==> src/rtl/esc_delay.sv <==
module esc_delay #(
   parameter int WIDTH = 8,
   parameter int DEPTH = 2
) (
   input  logic             clock,
   input  logic             en,
   input  logic [WIDTH-1:0] din,
   output logic [WIDTH-1:0] dout
);
   logic [WIDTH-1:0] tap_ff [DEPTH];

   always_ff @(posedge clock) begin
      if (en) begin
         tap_ff[0] <= din;
         for (int i = 1; i < DEPTH; i++) begin
            tap_ff[i] <= tap_ff[i-1];
         end
      end
   end

   assign dout = tap_ff[DEPTH-1];
endmodule

==> config.mk <==
export PLATFORM = sky130hd
export DESIGN_NAME = esc_delay
export DESIGN_NICKNAME = d
export VERILOG_FILES = /design/src/rtl/esc_delay.sv
export SDC_FILE = /design/constraint.sdc
export NUM_CORES = 1
export LEC_CHECK = 0
export ABC_CLOCK_PERIOD_IN_PS = 900
export BUFFER_PORTS_ARGS = -buffer_cell sky130_fd_sc_hd__buf_2
export CORE_AREA = 4 4 41 43
export CTS_BUF_LIST = sky130_fd_sc_hd__clkbuf_16
export CTS_CLUSTER_SIZE = 14
export DETAILED_ROUTE_END_ITERATION = 16
export DIE_AREA = 0 0 45 47
export GPL_ROUTABILITY_DRIVEN = 0
export PLACE_DENSITY = 0.69
export SLEW_MARGIN = 40
export SYNTH_ARGS = -nofsm -noshare
export SYNTH_HDL_FRONTEND = slang
export SYNTH_SLANG_ARGS = --single-unit
==> constraint.sdc <==
create_clock -name clock -period 0.9 [get_ports clock]
set_input_delay 0.045 -clock clock [delete_from_list [all_inputs] [get_ports clock]]
set_output_delay 0.045 -clock clock [all_outputs]
set_load 0.05 [all_outputs]
==> impl_metrics.tcl <==
set metrics [dict create \
    whs_path_depth 1 \
    largestRegisters "tap_ff x16" \
    crit_type "flop to primary output" \
    grt.total_usage 0.0820 \
    ant_nets 0 \
    setup-tns-final_ns 0 \
    netlist_area_um2 541 \
    hold_path.class "input pin to flop" \
    clkLatencyLatePin_ns 0.24 \
    placed_area_um2 584 \
    min_period_over_period 0.947 \
    die_h_um 47 \
    drive_gt1_frac 0.444 \
    grt_pass1_vias 272 \
    multi_input_gates 0 \
    cp.required_ns 0.85 \
    hold_viol 0 \
    wl_per_cell_um 11.6 \
    grt_overflow_total 0 \
    finalSetupViolCount 0 \
    largest_register "tap_ff" \
    synth_commonest_cells "edfxtp_1 (16), buf_4 (8)" \
    core_um2 1300 \
    fmax_mhz 1170 \
    rr_endpoint "tap_ff[0][9]" \
    outcome "finished clean" \
    cts_buffers 3 \
    path_buf_inv 1 \
    worstMarginPinSlew_ns 0.334 \
    grt_max_degree 17 \
    pre_cts_ws_ns 0.211 \
    postSynthNetCount 34 \
    avgSynthCellArea_um2 22.5 \
    crit_arrival_ns 0.81 \
    synth_edf_count 16 \
    synth_top_cells_by_area "edfxtp_1 (89%), buf_4 (11%)" \
    yosys.area.top_type_share 0.889 \
    num_rows 13 \
    crit_chain "buf_2" \
    routed_wl_um 693 \
    gr-usage-met1 0.0716 \
    antenna_found_initial 0 \
    finClkSkew_ns 0.00180 \
    dieArea_um2 2120 \
    ys_seq_elements 16 \
    yosysTopAreaCell "edfxtp_1" \
    drc 0 \
    min_from "en" \
    grt_setup_unrepaired "false" \
    switchingPower_uw 370 \
    cts_tree "built" \
    clockRootBuffer "clkbuf_16" \
    post-route-cell-area_um2 743 \
    die_w_um 45 \
    final_util 0.571 \
    fill_cells 122 \
    drv_cap 0 \
    met2_usage 0.136 \
    multiInputGateArea_um2 0 \
    vias 243 \
    n_antenna_cell 0 \
    postSynthCellCount 24 \
    startpoint_type "flop" \
    synth_cell_types 2 \
    switching_share 0.195 \
    yosysSeqAreaShare 0.889 \
    first_pass_iters 2 \
    drv_slew 0 \
    via_per_inst 4.05 \
    rr_startpoint "tap_ff[0][1]" \
    grt_pass1_wl_mm 1.10 \
    power.internal_uw 1520 \
    synth_flop_cell "edfxtp_1" \
    clkSinkCount 16 \
    relSlewSlack 0.777 \
    rr_worst_depth 0 \
    rrSetupSlack_ns 0.26 \
    grt_util_met3 0.0460 \
    p_leak_uw 0.000295 \
    start_util 0.415 \
    cp_max_fo 1 \
    combPwrFrac 0.087 \
    top_usage_layer "met2" \
    ir_drop_mv 1.61 \
    p_total_uw 1890 \
    p_per_area_nw_per_um2 2550 \
    cts.htree.levels 1 \
    cts.clk_slew.worst_paths_ns 0.05 \
    min_to "tap_ff[0][0]" \
    cpLargestDelayFamily "flip-flops" \
    max_stage_delay_ns 0.31 \
    synth-async-reset-ratio 0 \
    area_growth_pct 37.5 \
    layout_min_cycle_time_ns 0.852 \
    fin_nets 56 \
    yosysMostFrequentCell "edfxtp_1" \
    cts_resized 0 \
    clockBufferDepth 2 \
    end_kind "primary output" \
    ios 18 \
    clkPwrFrac 0.438 \
    cp_slowest_cell "edfxtp_1" \
    io_buffer_count 17 \
    largest_reg_flops 16 \
    worst_slack_ns 0.0476 \
    drt_iter0_drc 4 \
    pwr-share-seq 0.474 \
    ys.warnings.count 0 \
]
[power by group through the flow]
| stage | Clock, µW | Combinational (µW) | Sequential (µW) |
|---|---|---|---|
| 5_1_grt | 890 | 174 | 903 |
| 2_1_floorplan | 0 | 119 | 909 |
| 3_3_place_gp | 0 | 137 | 908 |
| 4_1_cts | 852 | 166 | 899 |
| 6_report | 830 | 165 | 899 |
| 3_5_place_dp | 0 | 140 | 912 |
[per-layer routing]
metal	vias to the layer above	routed length [µm]
met5	-	0
met4	0	0
met3	0	95
met2	15	370
met1	107	227
li1	121	-
[stage by stage]
step,instances,hold slack [ns]
6_report,60,0.224
5_1_grt,60,0.236
4_1_cts,60,0.223
3_5_place_dp,48,0.223
3_3_place_gp,48,0.222
2_1_floorplan,24,0.144
[worst max-delay path by stage]
stage,from,to,slack (ns),cells past startpoint
2_1_floorplan,tap_ff[0][2],tap_ff[0][10],0.31,0
3_3_place_gp,en,tap_ff[0][11],0.25,1
3_5_place_dp,en,tap_ff[0][9],0.21,1
4_1_cts,tap_ff[0][13],dout[5],0.04,1
5_1_grt,tap_ff[0][15],dout[7],0.01,1
6_report,tap_ff[0][10],dout[2],0.05,1
[area by class of cell]
type,count,area (µm²),area share
sequential,16,480,0.646
timing repair buffer,25,165,0.222
tap,15,18.8,0.0253
clock inverter,1,3.75,0.00505
clock buffer,3,75.1,0.101
[cell usage in the layout, fill, tap and decap left out, drive strengths merged]
cell / Yosys / routed
buf: 8 / 17
edfxtp: 16 / 16
dlygate4sd3: 0 / 8
clkbuf: 0 / 3
clkinv: 0 / 1
[logic make-up (layout without fill, tap and decap cells)]
group                  count (synthesis)  in the layout  share of synthesized area
buffers and inverters                  8             29                      0.111
flip-flops                            16             16                      0.889
[what timing repair did]
action                                  CTS  global route
endpoints found under the setup margin    0             0
hold buffers                              8             0
hold endpoints to repair                  8             0
setup buffers                             0             0
No activity file was read; power rests on OpenSTA's default activity.
